===== config.mk =====
export PLATFORM = sky130hd
export DESIGN_NAME = pse_front
export DESIGN_NICKNAME = d
export VERILOG_FILES = /design/src/sv/pse_pkg.sv /design/src/sv/pse_front.sv
export SDC_FILE = /design/constraint.sdc
export NUM_CORES = 1
export LEC_CHECK = 0
export BUFFER_PORTS_ARGS = -buffer_cell sky130_fd_sc_hd__clkbuf_2
export CAP_MARGIN = 15
export CORE_MARGIN = 4
export CORE_UTILIZATION = 40
export DETAILED_ROUTE_END_ITERATION = 10
export PLACE_DENSITY = 0.63
export SKIP_CTS_REPAIR_TIMING = 1
export SYNTH_ARGS = -nofsm -noshare
export SYNTH_HDL_FRONTEND = slang
export SYNTH_SLANG_ARGS = --single-unit
export TNS_END_PERCENT = 10

===== constraint.sdc =====
create_clock -name clk -period 3.2 [get_ports clk]
set_input_delay 0.48 -clock clk [delete_from_list [all_inputs] [get_ports clk]]
set_output_delay 0.48 -clock clk [all_outputs]
set_load 0.02 [all_outputs]

===== src/sv/pse_pkg.sv =====
// ---------------------------------------------------------------------------
// pse_pkg
// Shared types and constants for the prefix expression stack evaluator.
// ---------------------------------------------------------------------------
package pse_pkg;

    localparam int DEFAULT_STACK_DEPTH = 128;
    localparam int WORD_W = 32;

    // operator codes
    localparam logic [2:0] OP_ADD = 3'd0;
    localparam logic [2:0] OP_SUB = 3'd1;
    localparam logic [2:0] OP_MUL = 3'd2;
    localparam logic [2:0] OP_DIV = 3'd3;
    localparam logic [2:0] OP_POW = 3'd4;

    // status codes
    localparam logic [2:0] ST_OK        = 3'd0;
    localparam logic [2:0] ST_OVERFLOW  = 3'd1;
    localparam logic [2:0] ST_UNDERFLOW = 3'd2;
    localparam logic [2:0] ST_DIVZERO   = 3'd3;
    localparam logic [2:0] ST_ZERONEG   = 3'd4;

    // classified token as held in the queue between front and back
    typedef struct packed {
        logic        is_op;
        logic        known_op;
        logic [31:0] value;
        logic [2:0]  code;
        logic        last;
    } pse_token_t;

endpackage


===== src/sv/pse_front.sv =====
// ---------------------------------------------------------------------------
// pse_front
// Accepts tokens, classifies them and holds them in a two-entry queue.
// ---------------------------------------------------------------------------
module pse_front
    import pse_pkg::*;
(
    input  logic               clk,
    input  logic               rst_n,
    input  logic               in_valid,
    output logic               in_stall,
    input  logic               kind,
    input  logic signed [31:0] operand_value,
    input  logic [2:0]         operator_code,
    input  logic               last_token,
    output logic               tok_valid,
    output pse_token_t         tok,
    input  logic               tok_take
);

    pse_token_t q_reg [2];
    logic       rd_ptr_reg, wr_ptr_reg;
    logic [1:0] count_reg;
    pse_token_t new_tok;
    logic       push, pop;

    // classify the incoming token
    always_comb
    begin
        new_tok.is_op    = kind;
        new_tok.known_op = (operator_code <= OP_POW);
        new_tok.value    = operand_value;
        new_tok.code     = operator_code;
        new_tok.last     = last_token;
    end

    assign in_stall  = (count_reg == 2'd2);
    assign push      = in_valid && !in_stall;
    assign tok_valid = (count_reg != 2'd0);
    assign pop       = tok_valid && tok_take;
    assign tok       = q_reg[rd_ptr_reg];

    // queue storage
    always_ff @(posedge clk)
    begin
        if (push)
        begin
            q_reg[wr_ptr_reg] <= new_tok;
        end
    end

    // queue pointers
    always_ff @(posedge clk or negedge rst_n)
    begin
        if (!rst_n)
        begin
            rd_ptr_reg <= 1'b0;
            wr_ptr_reg <= 1'b0;
            count_reg  <= 2'd0;
        end
        else
        begin
            if (push)
            begin
                wr_ptr_reg <= ~wr_ptr_reg;
            end
            if (pop)
            begin
                rd_ptr_reg <= ~rd_ptr_reg;
            end
            count_reg <= count_reg + {1'b0, push} - {1'b0, pop};
        end
    end

endmodule


### Word-level counts from Yosys, hierarchy flattened

Memory sizes are Yosys's and may differ from the RTL's.
Cells that the tools add are included.

* $add $sub $neg: 2
* magnitude comparators: 1
* eq/ne operators: 1
* multiplexer cells: 2
* bitwise operators: 2
* reductions and logical operators: 4

Operators with widths (count)
* $le 3x3->1 const B: 1
* $add 2x1->2: 1
* $eq 2x2->1 const B: 1
* $logic_and 1x1->1: 2
* $mux 1: 2
* $not 1->1: 2
* $reduce_bool 2->1: 1
* $sub 2x1->2: 1
* $logic_not 1->1: 1

* bits in registers: 4
* memory bits (writable): 76
* input bits: 41
* output and inout port bits: 40
* memories: 1

Memory list
* q_reg: words 2, width 38, read ports 1, clocked after memory_dff 0, write ports 1, RTL line pse_front.sv:21 `pse_token_t q_reg [2];`

### Logic depth before layout (Yosys ltp)

Gate-level depths: netlist of run 1.

* depth in word-level cells: 5
* depth in mapped cells: 7
* gate-level depth less buffers: 7

### Least setup slack after synthesis of run 1

OpenSTA, ideal clock, no wires.

* kind: register to register
* start: reg count_reg[1]
* end: mem q_reg[0][0] (netlist name), enable pin
* arrival time: 2.191 ns
* data required time: 2.767 ns
* path slack: 0.575 ns
* cell stages (with the launch flop): 4
* path through: dfrtp_1 nand2b_1 nand2_1 nor2_1

* longest elaborated chain between the ends: 5

RTL lines
* start, declared: RTL line pse_front.sv:23 `logic [1:0] count_reg;`
* start signal, assigned: RTL line pse_front.sv:71 `count_reg <= count_reg + {1'b0, push} - {1'b0, pop};`
* $eq 2x2->1: RTL line pse_front.sv:37 `assign in_stall = (count_reg == 2'd2);`
* $logic_not 1->1: RTL line pse_front.sv:38 `assign push = in_valid && !in_stall;`
* $logic_and 1x1->1: RTL line pse_front.sv:38
* $mux 1: RTL line pse_front.sv:46 `if (push)`
* $mux 1 (not written as such): RTL line pse_front.sv:48 `q_reg[wr_ptr_reg] <= new_tok;`
* end, declared: RTL line pse_front.sv:21

No other way between the ends.

==> results.md, run 1 <==
- The floorplan die width is 94.6 µm.
- After layout, the worst setup slack is 0.935 ns.
- The buffer levels on the longest clock path is 2.
- The count of vias placed by the detailed router is 1,514.
- For this design, the sink count on the clock tree is 80.
- Setup repair after global routing left no endpoint under its margin.
- The worst setup path is of the flip-flop to output pin kind.
- The sink of the worst hold path is q_reg[0][7]$_DFFE_PP_.
- The clock insertion delay at the later pin of the skew report is 0.33 ns.
- The standard cell core area is 7250 µm².
- The most used flip-flop cell after synthesis is sky130_fd_sc_hd__edfxtp_1.
- The minimum period implied by the final worst setup slack is 2.26 ns.
- The total CTS buffers is 9.
- The antenna cell count is 0.
- The wire length of the first global-routing pass is 7.90 mm.
- The startpoint identified for the worst hold timing path is operand_value[3].
- The part of the power in combinational logic is 0.331.
- The final-report max-slew violation count came to 0.
- In this run the critical register-to-register path is captured at q_reg[0][2]$_DFFE_PP_.
- The post-route cell area is 3770 µm².
- The Yosys step of the flow raised 0 warnings.
- For the pin with the worst max-slew slack, the measured transition is 0.913 ns.
- Counting instances, the worst hold path has a depth of 1.
- The launching element type of the critical path is a flip-flop.
- The most common cell in the synthesized netlist is sky130_fd_sc_hd__edfxtp_1.
- In this run, synthesis inferred 76 flip-flops with an integrated enable.
- The post-synthesis instance total is 137.
- The register with the most flip-flops in the layout has 76 of them.
- The maximum fanout along the worst path is 20.
- The distinct cell type count of the synthesized netlist is 18.
- TritonCTS built the clock tree.
- Of the cells placed in the final design, the portion with a size suffix greater than 1 is 0.601.
- The synthesized area is 3000 µm².
- The total internal power is 2470 µW.
- At the end of the flow the core is filled with cells to 0.520.
- The H-tree was split into 3 levels.
- The layout net count is 271.
- The floorplan has 31 rows.
- Dividing total power by cell area gives a power density of 953 nW/µm².
- The area growth from synthesis to final layout is 25.8%.
- Routability-driven placement finished with a final weighted congestion of 0.695.
- The die height is 94.6 µm.
- The number of global-route vias before repair was 1,628.
- After global routing the overflow that remains totals 0.
- The detailed-route wire length is 4.96 mm.
- The synthesized design spends more area on one cell type than any other, namely sky130_fd_sc_hd__edfxtp_1.
- The switching share of power is 0.314.
- The net switching power of the design is 1130 µW.
- The filler cells instantiated in the layout total 629.
- The path class of the lowest-slack min-delay path is input port to flip-flop.
- By count the netlist is led by sky130_fd_sc_hd__edfxtp_1 (76), sky130_fd_sc_hd__mux2_2 (28), sky130_fd_sc_hd__mux2_4 (10), sky130_fd_sc_hd__dfrtp_1 (4), sky130_fd_sc_hd__xnor2_1 (3).
- Summed over all nets, the half-perimeter wirelength after detailed placement is 3.43 mm.
- In the global route stage, overall resource usage came out at 0.118.
- Counting flops with an async set or reset pin after synthesis yields a share of 0.0500.
- 81 I/O pins were placed.
- The clock tree root driver cell is sky130_fd_sc_hd__clkbuf_8.
- The number of buffer cells added on primary ports is 80.
- The share of synthesized area in the top cell type comes to 0.762.
- The sequential share of power is 0.432.
- The hold violation count in the final report is 0.
- Entering global routing, the biggest net connects 39 pins.
- The synthesized area divided by synthesized cell count is 21.9 µm².
- Measured against its own limit, the worst slew margin works out to 0.391.
- The worst setup path is captured at an output pin.
- The worst vdd rail ir drop is 0.657 mV.
- The number of antenna violations at the first check in global routing is 0.
- The floorplan die area is 8940 µm².
- The achievable clock frequency is 442 MHz.
- The detailed router's first-iteration violation count is 54.
- The worst register-to-register path has a setup slack of 1.27 ns.
- The final routed wire length divided by cell count is 14.9 µm.
- Data arrives at the worst endpoint at 1.78 ns.
- For this configuration, the core starts out at a cell density of 0.413.
- Total power for the finished layout comes to 3590 µW.
- Once placement finished, the instance area stood at 3520 µm².
- After clock tree synthesis, the clock-pin slew on the worst setup and hold paths is 0.08 ns.
- After detailed routing, the number of remaining DRC violations is 0.
- Dividing the detail-routed via count by the number of cells gives 4.56.
- The origin of the critical flop-to-flop path is count_reg[1]$_DFF_PN0_.
- The minimum setup slack after placement is 1.20 ns.
- The setup clock skew after layout is 0.00554 ns.
- In this run the static leakage power is 0.00148 µW.
- The share of synthesized area occupied by flip-flops and latches is 0.795.
- The count of final setup violators is 0.
- Counting every net in the synthesized netlist gives 180.
- The flow ran to the end, and the final reports show no timing, DRC or antenna violations.
- At the worst endpoint, the required time is 2.72 ns.
- The clock share of power is 0.237.
- The tool flagged a number of max-cap violations equal to 0.
- Dividing the final minimum period by the clock period gives 0.708.
- The post-route antenna net violation count is 0.
- The cell depth of the worst flop-to-flop path is 4.
- Ranked by total cell area, the synthesized netlist is headed by sky130_fd_sc_hd__edfxtp_1 (76%), sky130_fd_sc_hd__mux2_2 (11%), sky130_fd_sc_hd__mux2_4 (5.0%).
- Adding up every negative setup slack in the final design gives 0 ns.
- The number of search-and-repair iterations in the first detailed-routing pass is 4.
- After synthesis the netlist holds a flip-flop and latch count of 80.
kinds of logic after synthesis:
logic type / share of synthesized area
AO/OA/AOI/OAI: 0.00167
XOR/XNOR: 0.0117
adder cells (fa/ha/maj): 0.00835
buffers and inverters: 0.0163
flip-flops: 0.795
multiplexers: 0.155
AND/OR/NAND/NOR: 0.0117
worst max-delay path by stage:
stage / from / cells past startpoint / endpoint / slack (ns)
after CTS: rd_ptr_reg$_DFFE_PN0P_ / 3 / tok[11] / 0.86
after detailed placement: in_valid / 4 / q_reg[0][2]$_DFFE_PP_ / 1.20
after global placement: rd_ptr_reg$_DFFE_PN0P_ / 3 / tok[11] / 1.24
after floorplan: count_reg[1]$_DFF_PN0_ / 3 / q_reg[0][0]$_DFFE_PP_ / 0.58
final: rd_ptr_reg$_DFFE_PN0P_ / 3 / tok[11] / 0.94
after global routing: rd_ptr_reg$_DFFE_PN0P_ / 3 / tok[11] / 0.81
cell usage in the layout (no fill, tap or decap):
| cell type | count |
|---|---|
| sky130_fd_sc_hd__clkbuf_2 | 80 |
| sky130_fd_sc_hd__bufinv_16 | 3 |
| sky130_fd_sc_hd__edfxtp_1 | 76 |
| sky130_fd_sc_hd__xnor2_1 | 3 |
| sky130_fd_sc_hd__dfrtp_2 | 1 |
| sky130_fd_sc_hd__nor2_4 | 1 |
| sky130_fd_sc_hd__mux2_2 | 28 |
| sky130_fd_sc_hd__or2_1 | 1 |
| sky130_fd_sc_hd__clkinv_2 | 2 |
| sky130_fd_sc_hd__dlygate4sd3_1 | 1 |
| sky130_fd_sc_hd__clkbuf_8 | 9 |
| sky130_fd_sc_hd__clkbuf_1 | 1 |
| sky130_fd_sc_hd__buf_12 | 1 |
| sky130_fd_sc_hd__inv_1 | 2 |
| sky130_fd_sc_hd__mux2_4 | 10 |
| sky130_fd_sc_hd__nand2b_1 | 1 |
| sky130_fd_sc_hd__o21ai_0 | 1 |
| sky130_fd_sc_hd__xor2_1 | 1 |
| sky130_fd_sc_hd__and3_2 | 1 |
| sky130_fd_sc_hd__dfrtp_1 | 3 |
| sky130_fd_sc_hd__clkinvlp_4 | 1 |
| sky130_fd_sc_hd__nand2_1 | 1 |
| sky130_fd_sc_hd__buf_4 | 2 |
| sky130_fd_sc_hd__and2_4 | 1 |
| sky130_fd_sc_hd__ha_1 | 2 |
worst max-delay path, stage by stage (launching register included):
cell,delay (ns)
sky130_fd_sc_hd__dfrtp_2,0.69
sky130_fd_sc_hd__buf_12,0.25
sky130_fd_sc_hd__mux2_2,0.36
sky130_fd_sc_hd__clkbuf_2,0.16
per-layer routing:
| metal | vias up | wire, µm | track usage |
|---|---|---|---|
| met5 | - | 0 | 0 |
| met4 | 0 | 31 | 0.0577 |
| met3 | 4 | 360 | 0.0303 |
| met2 | 58 | 2410 | 0.184 |
| met1 | 741 | 2160 | 0.154 |
| li1 | 711 | - | - |
metrics by stage:
step	instances	hold slack (ns)
3_5_place_dp	315	0.302
4_1_cts	331	-0.0664
5_1_grt	332	0.316
2_1_floorplan	137	0.184
6_report	332	0.337
3_3_place_gp	315	0.296
power by group through the flow:
stage / sequential, µW / combinational (µW) / clock, µW
3_5_place_dp: 1580 / 1220 / 0
2_1_floorplan: 1510 / 913 / 0
5_1_grt: 1580 / 1280 / 917
6_report: 1550 / 1190 / 851
4_1_cts: 1560 / 1220 / 873
3_3_place_gp: 1570 / 1200 / 0
layout make-up:
| type | instances | area [µm²] | share of cell area |
|---|---|---|---|
| repair buffers | 84 | 445 | 0.118 |
| clock buffers | 10 | 128 | 0.0339 |
| well taps | 99 | 124 | 0.0329 |
| clock inverters | 6 | 108 | 0.0285 |
| multi-input cells | 51 | 574 | 0.152 |
| flip-flops and latches | 80 | 2380 | 0.632 |
| inverters | 2 | 7.51 | 0.00199 |
Power figures use the tool's default switching activity.
==> run 2: changes to the inputs <==
--- a/config.mk
+++ b/config.mk
@@ -10,7 +10,7 @@
 export CORE_MARGIN = 4
 export CORE_UTILIZATION = 40
 export DETAILED_ROUTE_END_ITERATION = 10
-export PLACE_DENSITY = 0.63
+export PLACE_DENSITY = 0.65
 export SKIP_CTS_REPAIR_TIMING = 1
 export SYNTH_ARGS = -nofsm -noshare
 export SYNTH_HDL_FRONTEND = slang
==> constraint.sdc (replaced) <==
create_clock -name clk -period 1.9 [get_ports clk]
set_input_delay 0.285 -clock clk [delete_from_list [all_inputs] [get_ports clk]]
set_output_delay 0.285 -clock clk [all_outputs]
set_load 0.02 [all_outputs]
==> results.md, run 2 (synthesis gave the netlist of run 1 again) <==
- The cell sitting at the root of the clock tree is a sky130_fd_sc_hd__clkbuf_8.
- The cell depth of the worst flop-to-flop path was 7 (+3).
- The cell count of the worst hold path was 1 (unchanged).
- The average via count per standard cell was 4.51 (-1.1%).
- The total CTS buffers is 9 (unchanged).
- The post-route antenna net violation count was 0 (unchanged).
- The flip-flop count of the largest register, all copies and words added is 76 (unchanged).
- The layout net count is 274 (+1.1%).
- The power per cell area came to 1550 nW/µm² (+63%).
- The sequential share of power is 0.434 (+0.002).
- The antenna cell count is 0 (unchanged).
- The final routed wire length divided by cell count is 14.5 µm (-2.7%).
- The part of the power in combinational logic came to 0.362 (+0.031).
- The detailed-route wire length is 4.87 mm (-1.8%).
- The floorplan die area came to 8940 µm² (unchanged).
- The detailed router's first-iteration violation count is 56 (+3.7%).
- The number of buffer cells added on primary ports is 80 (unchanged).
- The clock edge transition at the registers on the reported setup and hold paths is 0.08 ns (about the same).
- The hold violation count in the final report is 0 (unchanged).
- The number of search-and-repair iterations in the first detailed-routing pass is 4 (unchanged).
- The busiest layer in global routing is met2.
- The required time of the critical path came to 1.62 ns (-1.10 ns).
- The met2 demand-to-capacity share in global routing is 0.179 (-0.00532).
- The total internal power is 3930 µW (+59%).
- STA classifies the critical path startpoint as a flip-flop.
- In the layout the commonest cells are sky130_fd_sc_hd__clkbuf_2 (80), sky130_fd_sc_hd__edfxtp_1 (76), sky130_fd_sc_hd__mux2_2 (28), sky130_fd_sc_hd__mux2_4 (10), sky130_fd_sc_hd__clkbuf_8 (10).
- The TritonCTS sink count was 80 (unchanged).
- The pin count of the biggest net entering global routing came to 21 (-46%).
- The met3 track demand over resource in global routing is 0.0462 (+0.0159).
- The number of placement rows came to 31 (unchanged).
- The final-report max-slew violation count is 0 (unchanged).
- The die height came to 94.6 µm (unchanged).
- The floorplan die width came to 94.6 µm (unchanged).
- For this run, the top clock speed supported by timing is 554 MHz.
- The path class of the lowest-slack min-delay path is input port to flip-flop.
- The setup TNS was 0 ns (unchanged).
- The buffer levels on the longest clock path is 2 (unchanged).
- The worst vdd rail ir drop is 0.677 mV (+3.1%).
- The minimum period implied by the final worst setup slack is 1.80 ns.
- The final estimated routing congestion in global placement came to 0.644 (-7.3%).
- The switching share of power is 0.324 (+0.0103).
- The maximum fanout along the worst path is 20 (unchanged).
- The count of final setup violators is 0 (unchanged).
- The most common cell after layout, fill and taps aside is sky130_fd_sc_hd__clkbuf_2.
- The number of filler cells placed in the layout is 617 (-1.9%).
- The net switching power of the design is 1880 µW (+67%).
- The number of H-tree levels is 3 (unchanged).
- The total track usage is 0.113 (-0.00453).
- The CTS tree is done.
- Setup repair after global routing left no endpoint under its margin.
- The total global routing overflow is 0 (unchanged).
- The clock insertion delay at the later pin of the skew report is 0.33 ns (about the same).
- The detailed-placement wirelength estimate is 3.41 mm (-0.67%).
- The endpoint kind of the worst setup timing path is an output pin.
- The count of boundary I/O pins is 81 (unchanged).
- The post-route worst hold slack is 0.135 ns (-0.202 ns).
- The number of global-route vias before repair was 1,650 (+1.4%).
- The portion of the clock cycle consumed by the worst path in the final layout is 0.950.
- The setup clock skew after layout is 0.00979 ns (+0.00425 ns).
- The worst slew margin relative to its limit is 0.820 (+0.429).
- The share of final-layout standard cells stronger than drive strength 1 was 0.602 (+0.000837).
- The count of vias placed by the detailed router is 1,511 (-0.20%).
- The wire length of the first global-routing pass is 7.53 mm (-4.7%).
- The initial core utilization is 0.413 (unchanged).
- The run finished with clean final reports.
- The post-route DRC violation count was 0 (unchanged).
- The kind of critical path is flip-flop to output pin.
- The global routing usage on met1 is 0.131 (-0.0230).
- The area growth from synthesis to layout is 24.8%.
- The data arrival time of the critical path is 1.52 ns (-0.26 ns).
- The number of antenna violations at the first check in global routing came to 0 (unchanged).
- The clock share of power was 0.204 (-0.033).
- The pin slew with the least headroom to its limit is 0.267 ns (-0.646 ns).
- The count of max-cap constraint violations is 0 (unchanged).
- The standard cell core area is 7250 µm² (unchanged).
- The static power due to leakage is 0.00147 µW (-0.29%).
==> run 2: changes by cell type in the layout (fill, tap and decap cells not counted) <==
cell,delta
sky130_fd_sc_hd__clkinvlp_4,-1
sky130_fd_sc_hd__buf_6,+1
sky130_fd_sc_hd__buf_4,+3
sky130_fd_sc_hd__clkbuf_1,+1
sky130_fd_sc_hd__buf_12,-1
sky130_fd_sc_hd__bufinv_16,-2
sky130_fd_sc_hd__clkbuf_8,+1
sky130_fd_sc_hd__clkinv_2,+1
==> run 2: power by group through the flow <==
stage	Combinational, µW	Clock (µW)	Sequential, µW
after floorplan	1550	0	2540
after global placement	2140	0	2540
after detailed placement	2150	0	2560
after global routing	2270	1310	2560
after CTS	2150	1230	2520
final	2100	1190	2520
==> run 2: routing by layer <==
| layer | vias to the layer above | wire, µm | share of wire |
|---|---|---|---|
| li1 | 716 | - | - |
| met1 | 726 | 2100 | 0.43 |
| met2 | 63 | 2210 | 0.45 |
| met3 | 6 | 495 | 0.10 |
| met4 | 0 | 66 | 0.014 |
| met5 | - | 0 | 0 |
==> run 2: final cells by class <==
cell class                 count  area [µm²]  share of cell area
sequential                    80        2380               0.638
tap                           99         124              0.0331
inverter                       2        7.51             0.00201
timing repair buffer          87         459               0.123
clock inverter                 4        45.0              0.0120
clock buffer                  12         145              0.0388
multi-input combinational     51         574               0.154
==> run 2: final timing paths <==
kind	to	slack (ns)	start
min reg2reg	count_reg[1]$_DFF_PN0_	0.50	count_reg[1]$_DFF_PN0_
max reg2reg	count_reg[1]$_DFF_PN0_	0.23	count_reg[1]$_DFF_PN0_
min in group asynchronous	wr_ptr_reg$_DFFE_PN0P_	0.29	rst_n
max	tok[28]	0.1	rd_ptr_reg$_DFFE_PN0P_
max in group asynchronous	rd_ptr_reg$_DFFE_PN0P_	1.46	rst_n
min	q_reg[0][35]$_DFFE_PP_	0.14	operand_value[31]
==> run 2: critical path, cell delays in order (launching register included) <==
cell and delay [ns]:
sky130_fd_sc_hd__dfrtp_2 0.37, sky130_fd_sc_hd__buf_4 0.28, sky130_fd_sc_hd__mux2_2 0.38, sky130_fd_sc_hd__clkbuf_2 0.16
==> run 2: stage by stage <==
| step | total power, µW | utilization | instance area, µm² | setup WS (ns) | std cells |
|---|---|---|---|---|---|
| 3_5_place_dp | 4710 | 0.487 | 3530 | 0.230 | 318 |
| 2_1_floorplan | 4090 | - | 3000 | 0.0398 | 137 |
| 3_3_place_gp | 4680 | 0.487 | 3530 | 0.273 | 318 |
| 5_1_grt | 6140 | 0.515 | 3740 | 0.0192 | 335 |
| 6_report | 5810 | 0.515 | 3740 | 0.0956 | 335 |
| 4_1_cts | 5900 | 0.514 | 3720 | 0.0407 | 334 |
==> run 3: changes to the inputs <==
--- a/config.mk
+++ b/config.mk
@@ -7,10 +7,9 @@
 export LEC_CHECK = 0
 export BUFFER_PORTS_ARGS = -buffer_cell sky130_fd_sc_hd__clkbuf_2
 export CAP_MARGIN = 15
-export CORE_MARGIN = 4
-export CORE_UTILIZATION = 40
+export CORE_UTILIZATION = 39
 export DETAILED_ROUTE_END_ITERATION = 10
-export PLACE_DENSITY = 0.65
+export PLACE_DENSITY = 0.61
 export SKIP_CTS_REPAIR_TIMING = 1
 export SYNTH_ARGS = -nofsm -noshare
 export SYNTH_HDL_FRONTEND = slang
==> constraint.sdc (replaced) <==
create_clock -name clk -period 2.06 [get_ports clk]
set_input_delay 0.309 -clock clk [delete_from_list [all_inputs] [get_ports clk]]
set_output_delay 0.309 -clock clk [all_outputs]
set_load 0.02 [all_outputs]
==> results.md, run 3 (synthesis gave the netlist of run 1 again) <==
- The flow ran to the end, and the final reports show no timing, DRC or antenna violations.
- The count of final setup violators is 0 (unchanged).
- The wire length of the first global-routing pass is 6.98 mm (-7.2%).
- The count of vias placed by the detailed router came to 1,518 (+0.46%).
- The TritonCTS sink count was 80 (unchanged).
- The end of the worst register-to-register path is count_reg[1]$_DFF_PN0_.
- The count of max-cap constraint violations is 0 (unchanged).
- The number of global-route vias before repair was 1,481 (-10%).
- The share of final-layout standard cells stronger than drive strength 1 was 0.609 (+0.00682).
- The total track usage is 0.124 (+0.0107).
- The pin slew with the least headroom to its limit is 0.327 ns (+0.0598 ns).
- The clock insertion delay at the later pin of the skew report is 0.34 ns (about the same).
- The final-report max-slew violation count is 0 (unchanged).
- The detailed router's first-iteration violation count came to 56 (unchanged).
- The worst vdd rail ir drop is 0.637 mV (-6.0%).
- The setup TNS was 0 ns (unchanged).
- The static power due to leakage is 0.00147 µW (-0.26%).
- The number of H-tree levels is 3 (unchanged).
- The power per cell area is 1420 nW/µm² (-8.3%).
- The minimum period implied by the final worst setup slack is 1.90 ns.
- The cell depth of the worst flop-to-flop path is 7 (unchanged).
- The setup slack of the worst register-to-register path came to 0.38 ns (+0.15 ns).
- The standard cell core area is 7330 µm² (+1.1%).
- STA classifies the critical path endpoint as an output pin.
- The floorplan die area is 8040 µm² (-10%).
- The worst slew margin relative to its limit came to 0.782 (-0.0380).
- Setup repair after global routing left no endpoint under its margin.
- The average via count per standard cell is 4.54 (+0.76%).
- The layout net count is 273 (-0.36%).
- The register cell area after layout is 2380 µm² (unchanged).
- The flip-flop count of the largest register, all copies and words added is 76 (unchanged).
- The post-route DRC violation count is 0 (unchanged).
- The top layer reached by signal wires is met4.
- The buffer levels on the longest clock path is 2 (unchanged).
- The die height is 89.7 µm (-5.2%).
- The met3 wirelength from detailed routing is 416 µm (-16%).
- The detailed-placement wirelength estimate came to 3.07 mm (-10%).
- The cell count of the worst hold path is 1 (unchanged).
- The number of filler cells placed in the layout came to 634 (+2.8%).
- The clock tree root driver cell is sky130_fd_sc_hd__clkbuf_8.
- The most common cell after layout, fill and taps aside is sky130_fd_sc_hd__clkbuf_2.
- The setup clock skew after layout is 0.00915 ns (-0.000637 ns).
- The final routed wire length divided by cell count is 14.2 µm (-2.3%).
- The number of antenna violations at the first check in global routing is 0 (unchanged).
- For hold timing, the worst endpoint is q_reg[1][28]$_DFFE_PP_.
- In the layout the commonest cells are sky130_fd_sc_hd__clkbuf_2 (80), sky130_fd_sc_hd__edfxtp_1 (76), sky130_fd_sc_hd__mux2_2 (28), sky130_fd_sc_hd__mux2_4 (10), sky130_fd_sc_hd__clkbuf_8 (9).
- The number of buffer cells added on primary ports is 80 (unchanged).
- The area growth from synthesis to final layout is 25.3%.
- The floorplan die width is 89.7 µm (-5.2%).
- The maximum fanout along the worst path is 16 (-20%).
- The launching element type of the critical path is a flip-flop.
- The total power of the final layout is 5350 µW (-7.9%).
- The origin of the critical flop-to-flop path is count_reg[1]$_DFF_PN0_.
- The footprint of the multi-input gates is 574 µm² (unchanged).
- The data arrival time of the critical path is 1.59 ns (+0.07 ns).
- The detailed-route wire length is 4.75 mm (-2.6%).
- The kind of critical path is flip-flop to output pin.
- The required time of the critical path is 1.75 ns (+0.13 ns).
- The initial core utilization was 0.409 (-0.00437).
- The hold violation count in the final report is 0 (unchanged).
- The count of boundary I/O pins is 81 (unchanged).
- The antenna cell count was 0 (unchanged).
- Based on the critical path, the design can be clocked at up to 525 MHz.
- TritonCTS built the clock tree.
- The worst hold path startpoint is operand_value[24].
- The number of placement rows came to 31 (unchanged).
- The clock edge transition at the registers on the reported setup and hold paths is 0.08 ns (about the same).
- The wire length on met2 is 2.12 mm (-4.0%).
- The path class of the lowest-slack min-delay path is input port to flip-flop.
- The total CTS buffers is 9 (unchanged).
- The pin count of the biggest net entering global routing is 39 (+86%).
- The post-route antenna net violation count came to 0 (unchanged).
- The routed length on met1 is 2.15 mm (+2.5%).
- The final estimated routing congestion in global placement came to 0.679 (+5.4%).
- The portion of the clock cycle consumed by the worst path in the final layout is 0.924.
- The total global routing overflow was 0 (unchanged).
- The number of search-and-repair iterations in the first detailed-routing pass came to 4 (unchanged).
run 3: cell types whose count changed in the layout (fill, tap and decap cells not counted), sizes merged:
cell / previous run / this run
clkbuf: 92 / 89
inv: 2 / 4
buf: 6 / 5
bufinv: 1 / 0
clkinv: 3 / 4
clkinvlp: 0 / 1
run 3: stage by stage:
stage / utilization / cells / hold slack, ns / cell area [µm²] / setup slack [ns]
after floorplan: - / 137 / 0.0134 / 3000 / 0.0626
after global placement: 0.486 / 317 / 0.127 / 3560 / 0.432
after detailed placement: 0.486 / 317 / 0.128 / 3560 / 0.384
after CTS: 0.511 / 333 / -0.248 / 3740 / 0.109
after global routing: 0.512 / 334 / 0.125 / 3750 / 0.0714
final: 0.512 / 334 / 0.154 / 3750 / 0.156
run 3: area by class of cell:
| cell class | instances | area share |
|---|---|---|
| Timing Repair Buffer | 86 | 0.129 |
| Clock buffer | 9 | 0.0330 |
| Sequential cell | 80 | 0.635 |
| Multi-Input combinational cell | 51 | 0.153 |
| Inverter | 2 | 0.00200 |
| Tap cell | 99 | 0.0330 |
| Clock inverter | 7 | 0.0150 |
run 3: critical path, stage by stage, from the launching register on:
cell                       delay, ns
sky130_fd_sc_hd__dfrtp_2        0.54
sky130_fd_sc_hd__buf_12         0.20
sky130_fd_sc_hd__mux2_2         0.35
sky130_fd_sc_hd__clkbuf_2       0.16
run 3: routing by layer:
layer / up-vias / GRT usage
met1: 732 / 0.153
met3: 6 / 0.0512
met2: 60 / 0.189
li1: 720 / -
met4: 0 / 0.0649
met5: - / 0
run 3: report_power, final:
| part | leakage (µW) | switching [µW] | total [µW] | internal [µW] |
|---|---|---|---|---|
| clock | 0.0000902 | 569 | 1020 | 449 |
| combinational | 0.000626 | 1110 | 1970 | 857 |
| sequential | 0.000751 | 132 | 2360 | 2230 |
run 3: how the worst max path moves through the flow:
stage | startpoint | end | slack (ns) | depth (start not counted)
after CTS | rd_ptr_reg$_DFFE_PN0P_ | tok[36] | 0.11 | 3
after detailed placement | count_reg[1]$_DFF_PN0_ | count_reg[1]$_DFF_PN0_ | 0.38 | 7
after global routing | rd_ptr_reg$_DFFE_PN0P_ | tok[24] | 0.07 | 3
after global placement | count_reg[1]$_DFF_PN0_ | count_reg[1]$_DFF_PN0_ | 0.43 | 7
after floorplan | count_reg[1]$_DFF_PN0_ | q_reg[0][0]$_DFFE_PP_ | 0.06 | 3
final | rd_ptr_reg$_DFFE_PN0P_ | tok[36] | 0.16 | 3
